## config.mk

```make
export PLATFORM = sky130hd
export DESIGN_NAME = ais_payload_armor_fragmenter
export DESIGN_NICKNAME = d
export VERILOG_FILES = /design/src/sv/apaf_pkg.sv /design/src/sv/ais_payload_armor_fragmenter.sv /design/src/sv/apaf_fifo.sv /design/src/sv/apaf_front.sv /design/src/sv/apaf_back.sv
export SDC_FILE = /design/constraint.sdc
export NUM_CORES = 1
export LEC_CHECK = 0
export BUFFER_PORTS_ARGS = -buffer_cell sky130_fd_sc_hd__buf_2
export CORE_ASPECT_RATIO = 0.6
export CORE_MARGIN = 2
export CORE_UTILIZATION = 30
export DETAILED_ROUTE_END_ITERATION = 7
export SLEW_MARGIN = 5
export SYNTH_ARGS = -nofsm -noshare
export SYNTH_HDL_FRONTEND = slang
export SYNTH_HIERARCHICAL = 1
export SYNTH_SLANG_ARGS = --single-unit
```

## constraint.sdc

```tcl
create_clock -name clk -period 8.35 [get_ports clk]
set_input_delay 0.4175 -clock clk [delete_from_list [all_inputs] [get_ports clk]]
set_output_delay 0.4175 -clock clk [all_outputs]
set_load 0.05 [all_outputs]
```

## src/sv/apaf_pkg.sv

```systemverilog
// ----------------------------------------------------------------------------
// apaf_pkg
// Shared types, constants and the six-bit armoring function for the
// payload armor fragmenter.
// ----------------------------------------------------------------------------
package apaf_pkg;

  localparam int GROUP_W       = 6;
  localparam int FRAG_LEN_W    = 7;
  localparam int MAX_GROUPS    = 3;
  localparam int JOB_DEPTH_DEF = 4;
  localparam int OUT_DEPTH_DEF = 2;

  localparam logic [FRAG_LEN_W-1:0] FRAG_LEN_RESET = 7'd56;

  // Input beat
  typedef struct packed {
    logic [7:0] data_bits;
    logic [3:0] bit_count;
    logic       message_last;
  } in_item_t;

  // Result beat
  typedef struct packed {
    logic [6:0] armored_char;
    logic       fragment_end;
    logic [2:0] fill_bits;
    logic       run_last;
  } out_item_t;

  // Classified work for the back end: up to three groups of one input
  typedef struct packed {
    logic [MAX_GROUPS-1:0][GROUP_W-1:0] grp;
    logic [1:0]                         num;
    logic [2:0]                         fill;
    logic                               last;
  } job_t;

  // Map a six-bit group to its armored ASCII character
  function automatic logic [6:0] armor_char(input logic [GROUP_W-1:0] v);
    logic [6:0] w;
    w = 7'(v);
    if (w > 7'd39) begin
      w = w + 7'd8;
    end
    return w + 7'd48;
  endfunction

endpackage

```

## src/sv/ais_payload_armor_fragmenter.sv

```systemverilog
// ----------------------------------------------------------------------------
// ais_payload_armor_fragmenter
// Six-bit payload armoring with fragment boundaries and fill-bit report.
// ----------------------------------------------------------------------------
// Input queue: drive in_data and raise in_push; a beat is taken on an edge
//   with in_push high and in_full low. Each beat carries 1 to 8 message bits,
//   MSB first, and message_last on the closing chunk.
// Result queue: while out_empty is low, out_data holds the oldest character;
//   raise out_pop to take it.
// Config: cfg_data is written on an edge with cfg_valid high (cfg_ready is
//   always high); write only while the block is idle.
// Flow: with empty queues the first character of a beat passes the job queue
//   and the result queue before it shows on out_data. The back end emits one
//   character per cycle while a job waits and the result queue has room; a
//   beat yields 0 to 3 characters (about 1.33 on average for byte chunks); the
//   front takes a beat every cycle while the job queue has room.
// Reset clears both queues, waiting bits and fragment count; fragment length
//   returns to 56.
// Stall: with out_pop held low the result queue fills, then the job queue,
//   then in_full rises; nothing is dropped.
// ----------------------------------------------------------------------------
module ais_payload_armor_fragmenter #(
  parameter int JOB_DEPTH = apaf_pkg::JOB_DEPTH_DEF,
  parameter int OUT_DEPTH = apaf_pkg::OUT_DEPTH_DEF
) (
  input  logic                clk,
  input  logic                rst_n,
  input  logic                in_push,
  input  apaf_pkg::in_item_t  in_data,
  output logic                in_full,
  output logic                out_empty,
  input  logic                out_pop,
  output apaf_pkg::out_item_t out_data,
  input  logic                cfg_valid,
  output logic                cfg_ready,
  input  logic [6:0]          cfg_data
);
  import apaf_pkg::*;

  logic      job_push, job_full, job_pop, job_empty;
  job_t      job_wdata, job_rdata;
  logic      res_push, res_full;
  out_item_t res_wdata;

  assign cfg_ready = 1'b1;

  // Front: merge and classify
  apaf_front u_front (
    .clk       (clk),
    .rst_n     (rst_n),
    .in_push   (in_push),
    .in_data   (in_data),
    .in_full   (in_full),
    .job_push  (job_push),
    .job_wdata (job_wdata),
    .job_full  (job_full)
  );

  // Job queue between front and back
  apaf_fifo #(
    .WIDTH ($bits(job_t)),
    .DEPTH (JOB_DEPTH)
  ) u_job_q (
    .clk   (clk),
    .rst_n (rst_n),
    .push  (job_push),
    .wdata (job_wdata),
    .full  (job_full),
    .pop   (job_pop),
    .rdata (job_rdata),
    .empty (job_empty)
  );

  // Back: character sequencer
  apaf_back u_back (
    .clk       (clk),
    .rst_n     (rst_n),
    .cfg_valid (cfg_valid),
    .cfg_data  (cfg_data),
    .job_empty (job_empty),
    .job_rdata (job_rdata),
    .job_pop   (job_pop),
    .out_full  (res_full),
    .out_push  (res_push),
    .out_wdata (res_wdata)
  );

  // Result queue
  apaf_fifo #(
    .WIDTH ($bits(out_item_t)),
    .DEPTH (OUT_DEPTH)
  ) u_out_q (
    .clk   (clk),
    .rst_n (rst_n),
    .push  (res_push),
    .wdata (res_wdata),
    .full  (res_full),
    .pop   (out_pop),
    .rdata (out_data),
    .empty (out_empty)
  );

endmodule

```

## src/sv/apaf_fifo.sv

```systemverilog
// ----------------------------------------------------------------------------
// apaf_fifo
// Small register-based first-in first-out queue with a full/empty handshake.
// ----------------------------------------------------------------------------
module apaf_fifo #(
  parameter int WIDTH = 8,
  parameter int DEPTH = 4
) (
  input  logic             clk,
  input  logic             rst_n,
  input  logic             push,
  input  logic [WIDTH-1:0] wdata,
  output logic             full,
  input  logic             pop,
  output logic [WIDTH-1:0] rdata,
  output logic             empty
);

  localparam int PW = (DEPTH > 1) ? $clog2(DEPTH) : 1;
  localparam int CW = $clog2(DEPTH + 1);

  logic [WIDTH-1:0] mem_r [DEPTH];
  logic [PW-1:0]    wr_ptr_r, wr_ptr_nxt;
  logic [PW-1:0]    rd_ptr_r, rd_ptr_nxt;
  logic [CW-1:0]    cnt_r, cnt_nxt;
  logic             do_push, do_pop;

  assign full    = (cnt_r == CW'(DEPTH));
  assign empty   = (cnt_r == '0);
  assign do_push = push && !full;
  assign do_pop  = pop && !empty;
  assign rdata   = mem_r[rd_ptr_r];

  // Advance pointers and occupancy
  always_comb begin
    wr_ptr_nxt = wr_ptr_r;
    rd_ptr_nxt = rd_ptr_r;
    cnt_nxt    = cnt_r;
    if (do_push) begin
      wr_ptr_nxt = (wr_ptr_r == PW'(DEPTH - 1)) ? '0 : wr_ptr_r + 1'b1;
    end
    if (do_pop) begin
      rd_ptr_nxt = (rd_ptr_r == PW'(DEPTH - 1)) ? '0 : rd_ptr_r + 1'b1;
    end
    if (do_push && !do_pop) begin
      cnt_nxt = cnt_r + 1'b1;
    end else if (do_pop && !do_push) begin
      cnt_nxt = cnt_r - 1'b1;
    end
  end

  always_ff @(posedge clk) begin
    if (!rst_n) begin
      wr_ptr_r <= '0;
      rd_ptr_r <= '0;
      cnt_r    <= '0;
    end else begin
      wr_ptr_r <= wr_ptr_nxt;
      rd_ptr_r <= rd_ptr_nxt;
      cnt_r    <= cnt_nxt;
    end
  end

  // Store entry
  always_ff @(posedge clk) begin
    if (do_push) begin
      mem_r[wr_ptr_r] <= wdata;
    end
  end

`ifndef SYNTHESIS
  a_cnt_bound: assert property (@(posedge clk) disable iff (!rst_n)
    cnt_r <= CW'(DEPTH))
    else $error("fifo occupancy above depth");
`endif

endmodule

```

## src/sv/apaf_front.sv

```systemverilog
// ----------------------------------------------------------------------------
// apaf_front
// Accept input beats, merge them with the waiting bits and split the result
// into whole six-bit groups plus the padded tail at message end.
// ----------------------------------------------------------------------------
module apaf_front (
  input  logic              clk,
  input  logic              rst_n,
  input  logic              in_push,
  input  apaf_pkg::in_item_t in_data,
  output logic              in_full,
  output logic              job_push,
  output apaf_pkg::job_t    job_wdata,
  input  logic              job_full
);
  import apaf_pkg::*;

  logic [4:0]  leftover_bits_r, leftover_bits_nxt;
  logic [2:0]  leftover_count_r, leftover_count_nxt;
  logic        accept;
  logic [3:0]  n_sat;
  logic [7:0]  data_mask;
  logic [12:0] acc;
  logic [3:0]  cnt;
  logic [1:0]  full_groups;
  logic [2:0]  rem;
  logic [4:0]  rem_bits;
  logic [5:0]  g_first, g_second, part;
  logic        has_part;
  job_t        job;

  assign in_full = job_full;
  assign accept  = in_push && !job_full;

  // Merge and classify
  always_comb begin
    n_sat     = (in_data.bit_count > 4'd8) ? 4'd8 : in_data.bit_count;
    data_mask = 8'((9'd1 << n_sat) - 9'd1);
    acc       = (13'(leftover_bits_r) << n_sat) | 13'(in_data.data_bits & data_mask);
    cnt       = 4'(leftover_count_r) + n_sat;
    if (cnt >= 4'd12) begin
      full_groups = 2'd2;
      rem         = 3'(cnt - 4'd12);
    end else if (cnt >= 4'd6) begin
      full_groups = 2'd1;
      rem         = 3'(cnt - 4'd6);
    end else begin
      full_groups = 2'd0;
      rem         = 3'(cnt);
    end
    g_first  = 6'(acc >> (cnt - 4'd6));
    g_second = 6'(acc >> (cnt - 4'd12));
    rem_bits = 5'(acc & ((13'd1 << rem) - 13'd1));
    part     = 6'(11'(rem_bits) << (3'd6 - rem));
    has_part = in_data.message_last && (rem != 3'd0);

    job      = '0;
    job.grp[0] = (full_groups != 2'd0) ? g_first : part;
    job.grp[1] = (full_groups == 2'd2) ? g_second : part;
    job.grp[2] = part;
    job.num    = full_groups + 2'(has_part);
    job.fill   = has_part ? (3'd6 - rem) : 3'd0;
    job.last   = in_data.message_last;
  end

  // Queue work only when it produces a character or closes a message
  assign job_push  = accept && ((job.num != 2'd0) || job.last);
  assign job_wdata = job;

  // Hold the bits that do not yet make a group; drop them at message end
  always_comb begin
    leftover_bits_nxt  = leftover_bits_r;
    leftover_count_nxt = leftover_count_r;
    if (accept) begin
      leftover_bits_nxt  = in_data.message_last ? 5'd0 : rem_bits;
      leftover_count_nxt = in_data.message_last ? 3'd0 : rem;
    end
  end

  always_ff @(posedge clk) begin
    if (!rst_n) begin
      leftover_bits_r  <= '0;
      leftover_count_r <= '0;
    end else begin
      leftover_bits_r  <= leftover_bits_nxt;
      leftover_count_r <= leftover_count_nxt;
    end
  end

`ifndef SYNTHESIS
  a_leftover_bound: assert property (@(posedge clk) disable iff (!rst_n)
    leftover_count_r <= 3'd5)
    else $error("more than five waiting bits");

  a_last_clears: assert property (@(posedge clk) disable iff (!rst_n)
    (accept && in_data.message_last) |=> (leftover_count_r == 3'd0))
    else $error("waiting bits kept past message end");
`endif

endmodule

```

## src/sv/apaf_back.sv

```systemverilog
// ----------------------------------------------------------------------------
// apaf_back
// Emit one armored character per cycle from the queued groups while the result
// queue has room; count fragment characters; hold the fragment length register.
// ----------------------------------------------------------------------------
module apaf_back (
  input  logic               clk,
  input  logic               rst_n,
  input  logic               cfg_valid,
  input  logic [6:0]         cfg_data,
  input  logic               job_empty,
  input  apaf_pkg::job_t     job_rdata,
  output logic               job_pop,
  input  logic               out_full,
  output logic               out_push,
  output apaf_pkg::out_item_t out_wdata
);
  import apaf_pkg::*;

  logic [FRAG_LEN_W-1:0] frag_len_r;
  logic [FRAG_LEN_W-1:0] frag_cnt_r, frag_cnt_nxt;
  logic [1:0]            idx_r, idx_nxt;
  logic [FRAG_LEN_W-1:0] limit;
  logic [FRAG_LEN_W-1:0] cnt_inc;
  logic                  go;
  logic                  no_chars;
  logic                  is_final;
  logic                  end_flag;
  out_item_t             item;

  assign limit    = (frag_len_r == '0) ? FRAG_LEN_W'(1) : frag_len_r;
  assign go       = !job_empty && !out_full;
  assign no_chars = (job_rdata.num == 2'd0);
  assign is_final = no_chars || (idx_r == (job_rdata.num - 2'd1));
  assign cnt_inc  = frag_cnt_r + 1'b1;
  assign end_flag = (cnt_inc >= limit) || (job_rdata.last && is_final);

  // Build the character beat
  always_comb begin
    item.armored_char = armor_char(job_rdata.grp[idx_r]);
    item.fragment_end = end_flag;
    item.fill_bits    = is_final ? job_rdata.fill : 3'd0;
    item.run_last     = is_final;
  end

  assign out_push  = go && !no_chars;
  assign out_wdata = item;
  assign job_pop   = go && is_final;

  // Advance group index and fragment count
  always_comb begin
    idx_nxt      = idx_r;
    frag_cnt_nxt = frag_cnt_r;
    if (go) begin
      idx_nxt = is_final ? 2'd0 : idx_r + 2'd1;
      if (no_chars || end_flag) begin
        frag_cnt_nxt = '0;
      end else begin
        frag_cnt_nxt = cnt_inc;
      end
    end
  end

  always_ff @(posedge clk) begin
    if (!rst_n) begin
      idx_r      <= '0;
      frag_cnt_r <= '0;
      frag_len_r <= FRAG_LEN_RESET;
    end else begin
      idx_r      <= idx_nxt;
      frag_cnt_r <= frag_cnt_nxt;
      if (cfg_valid) begin
        frag_len_r <= cfg_data;
      end
    end
  end

`ifndef SYNTHESIS
  a_msg_end_clears: assert property (@(posedge clk) disable iff (!rst_n)
    (job_pop && job_rdata.last) |=> (frag_cnt_r == '0))
    else $error("fragment count kept past message end");

  a_run_last_pop: assert property (@(posedge clk) disable iff (!rst_n)
    out_push |-> (out_wdata.run_last == job_pop))
    else $error("run_last out of step with job retire");

  a_idx_in_job: assert property (@(posedge clk) disable iff (!rst_n)
    (!job_empty && !no_chars) |-> (idx_r < job_rdata.num))
    else $error("group index beyond job");
`endif

endmodule

```

### Word level (Yosys, flattened, before mapping)

Memory sizes are Yosys's and may differ from the RTL's. A register that Yosys moved wholly into a read port is not among the register bits.
Index checks and enable logic that the tools add are counted.

* register bits after elaboration: 35
* bits in writable memories: 120
* input port bits: 25
* output and inout bits: 15
* logic and storage cells: 124
* memories kept: 2

Memory list
* u_job_q.mem_r: depth 4, bits a word 24, rd ports 1, clocked after memory_dff 1, wr ports 1, RTL line apaf_fifo.sv:22 `logic [WIDTH-1:0] mem_r [DEPTH];`
* u_out_q.mem_r: depth 2, bits a word 12, rd ports 1, clocked after memory_dff 1, wr ports 1, RTL line apaf_fifo.sv:22

* $add $sub $neg: 20
* magnitude comparators: 6
* equality and inequality tests: 6
* shifts and indexed selects: 6
* mux-type cells: 33
* bitwise logic cells: 3
* reduce and logical (&&, ||, !) cells: 37

Operator list (count)
* 13-bit by 4-bit right shift with 6-bit output: 2
* 3-bit two-way mux: 7
* 7-bit two-way mux: 3
* 6-bit two-way mux: 3
* 2-bit two-way mux: 8
* 1-bit logical AND: 15
* 13-bit by 8-bit bitwise OR with 13-bit output: 1
* 5-bit by 4-bit left shift with 13-bit output: 1
* 6-bit binary-select mux with 2-bit select: 1
* 1-bit logical NOT: 9
* 1-bit two-way mux: 9
* 2-bit by 1-bit adder with 2-bit output, second input constant: 4
* 8-bit bitwise AND: 1
* 2-bit == test, second input constant: 4
* 2-bit nonzero test: 4
* 1-bit by 4-bit left shift with 8-bit output, first input constant: 1
* 8-bit by 1-bit subtractor with 8-bit output, second input constant: 1
* 6-bit by 4-bit adder with 7-bit output, second input constant: 1
* 7-bit by 1-bit adder with 7-bit output, second input constant: 1
* 7-bit by 6-bit adder with 7-bit output, second input constant: 1
* 7-bit greater-or-equal comparator: 1
* 7-bit logical NOT: 1
* 6-bit greater-than comparator, second input constant: 1
* 5-bit by 3-bit left shift with 6-bit output: 1
* other kinds (24): 30

### Depth between registers and ports, before layout

* word-level depth: 17
* depth in mapped cells: 31
* mapped depth without buffers: 28

### Modules after synthesis

Netlist, hierarchy kept.

By module, submodules not included
* apaf_fifo (u_job_q): instances 1, cells each 177, area an instance 3966.3 µm², seq. area each 3062.9 µm²
* apaf_front: instances 1, cells each 326, area an instance 2416.1 µm², seq. area each 160.2 µm²
* apaf_back: instances 1, cells each 148, area an instance 1247.4 µm², seq. area each 320.3 µm²
* apaf_fifo (u_out_q): instances 1, cells each 62, area an instance 1094.8 µm², seq. area each 820.8 µm²
* ais_payload_armor_fragmenter: instances 1, cells each 2, area an instance 11.3 µm², seq. area each 0.0 µm²

### Worst setup path before layout

No wires, ideal clock.

* path kind: input to register
* start point: input port in_data[4] in the netlist's numbering
* end point: register u_job_q.cnt_r[2]
* setup time: 76 ps
* arrival: 6090 ps
* required time: 8274 ps
* path slack: 2185 ps
* stages: 30
* path buffers: 4
* cell sequence: buf_2 > buf_2 > nor2b_1 > ha_1 > or2_2 > o211ai_2 > inv_1 > clkbuf_1 > ha_1 > nor2b_1 > or4_1 > nand2_1 > nor2_1 > xnor2_1 > inv_1 > ha_1 > nand2_1 > and2_1 > ha_1 > xor2_1 > nor3_1 > nor2_1 > nor2b_1 > buf_2 > ha_1 > inv_1 > fa_1 > xor2_1 > or3_1 > a21boi_0

RTL lines
* start: declaration: RTL line ais_payload_armor_fragmenter.sv:29 `input apaf_pkg::in_item_t in_data,`
* end signal: assignment: RTL line apaf_fifo.sv:60 `cnt_r <= cnt_nxt;`
* end: declaration: RTL line apaf_fifo.sv:25 `logic [CW-1:0] cnt_r, cnt_nxt;`

==> results.cfg <==
[route]
routed.top_layer = met4
wl_met2_um = 8160
drc = 0
totalWireLength_um = 19200
dr.pass1.iters = 5
routed_via_density = 5.05
wl_per_cell_um = 17.1
routed-via-count = 5686
drtAntennaViolNets = 0
met3_length_um = 936
m1WireLength_um = 10000
initialDrtViolationCount = 470

[clocking]
clock_latency_ns = 0.43
cts-root-buf = clkbuf_16
cts_tree = yes
max-clock-path-buffers = 2
clkTransAtPathRegs_ns = 0.06
numCtsBuffers = 17
htreeDepth = 4
postCtsSetupRepairBufs = 0
cts_resized = 0
postCtsHoldBufs = 0
clock-sinks = 158

[timing]
setup_viol = 0
period_share = 0.789
worst_slew_pin_slew_ns = 0.868
slew_viol_final = 0
rsz0062_at_grt = no
period_minus_slack_ns = 6.59
hold_viol = 0
finalSetupTns_ns = 0
clock.fmax_ghz = 0.152
max_slew_margin = 0.420
skew_ns = 0.0156

[power]
vdd_ir_drop_max_uv = 171
finalPower_mw = 3.29
power_density_nw_per_um2 = 335
p_leak_nw = 3.59

[final_layout]
area_delta_synth_final_pct = 12.3
nets = 797
n_antenna_cell = 0
fin_area_sq_um = 9810
drive_gt1_frac = 0.208

[setup_path]
required_ns = 8.69
cpPeakStageDelay_ns = 0.59
reg2reg_to = u_job_q/cnt_r[2]
critPathLaunchType = primary input
rrSetupSlack_ns = 2.03
startpoint = in_data[4]
crit_path_end_kind = register
endpoint = u_job_q/cnt_r[2]
r2r_start = u_front/leftover_count_r[1]
cp_max_fo = 24
critical_path_class = in -> reg
ff2ff_path_depth = 28
worstPathArrival_ns = 6.93
timing.critical_path.mode_cell = ha_1
cpMaxStageDelayCell = or4_1

[floorplanning]
initial_utilization = 0.304
fp.dieW_um = 224
core-area_sq_um = 28700
die_h_um = 136
io_pins = 40
fp-row-count = 48
dieArea_sq_um = 30500

[global_routing]
grt_max_degree = 41
grt_pass1_wl_um = 30900
antenna_found_initial = 0
overflow = 0
grt_pass1_vias = 5465
grtUsageTotal = 0.132

[synth]
syn_area_sq_um = 8740
synthesis.nets = 774
synth_cell_type_count = 85
synthFlopType = edfxtp_1
synth_edf_count = 120
avgSynthCellArea_sq_um = 12.2
yosys_register_bits = 158
synth_warnings = 6
syn_inst = 715
yosysSeqAreaShare = 0.500
async_flop_share = 0

[placed_design]
gp_congestion = 0.833
placed_area_sq_um = 9230
numPortBuffers = 38
dp_hpwl_um = 13500

[min_path]
hp-class = in -> reg

[run]
maxCapViolCount = 0

[run_status]
status = completed
## logic make-up after synthesis
kind of cell | Yosys count | synth area share
other cells | 1 | 0.000429
xor+xnor | 23 | 0.0239
flops | 158 | 0.500
mux | 90 | 0.150
fa+ha+maj | 35 | 0.0508
compound gates | 130 | 0.115
buf+inv | 85 | 0.0451
simple gates | 193 | 0.115
## per-stage QoR
| stage | hold slack, ns | instances | setup slack (ns) | utilization |
|---|---|---|---|---|
| detailed placement | 0.496 | 1094 | 1.34 | 0.322 |
| floorplan | 0.461 | 715 | 2.18 | - |
| global placement | 0.486 | 1094 | 1.54 | 0.322 |
| finish | 0.216 | 1126 | 1.76 | 0.342 |
| CTS | 0.186 | 1126 | 1.79 | 0.342 |
| global route | 0.212 | 1126 | 1.16 | 0.342 |
## critical path: cells and delay by family
family                   cells  cell delay, ns
buffers and inverters        7            1.21
adder cells (fa/ha/maj)      7            1.75
AND/OR/NAND/NOR             12            2.44
AO/OA/AOI/OAI                2            0.30
XOR/XNOR                     3            0.82
## layout by cell type (no fill, tap or decap), types with 12 or more instances in the layout
cell type  count
a21oi_1       20
and2_1        15
buf_2         38
clkbuf_16     17
dfxtp_1       38
edfxtp_1     120
ha_1          33
inv_1         38
mux2_2        25
mux2i_1       35
mux4_2        26
nand2_1       54
nand3_1       21
nor2_1        26
nor2b_1       18
nor3_1        13
o21ai_0       24
xnor2_1       12
## final cells by class
class	count	area [sq um]
well taps	375	469
clock inverters	12	145
repair buffers	48	265
inverters	41	154
flip-flops and latches	158	4360
multi-input cells	472	3980
clock buffers	20	437
fillers	2804	18900
## power by group
| part | switching, mW | leakage, nW | internal [mW] | total, mW |
|---|---|---|---|---|
| clock | 0.297 | 0.280 | 0.467 | 0.764 |
| sequential | 0.0829 | 1.42 | 1.12 | 1.21 |
| combinational | 0.830 | 1.89 | 0.491 | 1.32 |
## state kept, by name (all words and copies together) (netlist names), 2 cells and up, named ones only
signal and cells:
u_front/leftover_count_r 3, u_front/leftover_bits_r 5, u_back/idx_r 2, u_job_q/mem_r 96, u_job_q/wr_ptr_r 2, u_out_q/mem_r 24
u_job_q/rd_ptr_r 2, u_out_q/cnt_r 2, u_back/frag_len_r 7, u_back/frag_cnt_r 7, u_job_q/cnt_r 3
## Yosys cell counts (10+ instances only)
library cell  count  area, sq um
xor2_1           10         87.6
a22oi_1          10         75.1
a21oi_1          20          100
nand2_1          54          203
edfxtp_1        120         3600
ha_1             33          413
mux2_2           25          282
nor3_1           13         65.1
o21ai_0          24          120
buf_2            12         60.1
nor2b_1          18          113
nor2_1           26         97.6
nand3_1          21          105
clkbuf_1         20         75.1
mux2i_1          35          350
inv_1            38          143
dfxtp_1          38          761
and2_1           15         93.8
mux4_2           26          586
xnor2_1          12          105
## layer usage
metal / vias to the layer above / GRT usage
met4: 0 / 0.0335
met3: 10 / 0.0320
met5: - / 0
met2: 134 / 0.193
li1: 2743 / -
met1: 2799 / 0.195
## how the worst min path moves through the flow
stage	startpoint	end	slack (ns)	cells past startpoint
floorplan	u_back/frag_len_r[0]	u_back/frag_len_r[0]	0.46	2
global placement	u_back/frag_cnt_r[6]	u_back/frag_cnt_r[6]	0.49	2
detailed placement	u_back/frag_cnt_r[6]	u_back/frag_cnt_r[6]	0.50	2
CTS	cfg_data[4]	u_back/frag_len_r[4]	0.19	3
global route	cfg_data[4]	u_back/frag_len_r[4]	0.21	3
finish	cfg_data[4]	u_back/frag_len_r[4]	0.22	3
(Power assumes the default switching activity.)
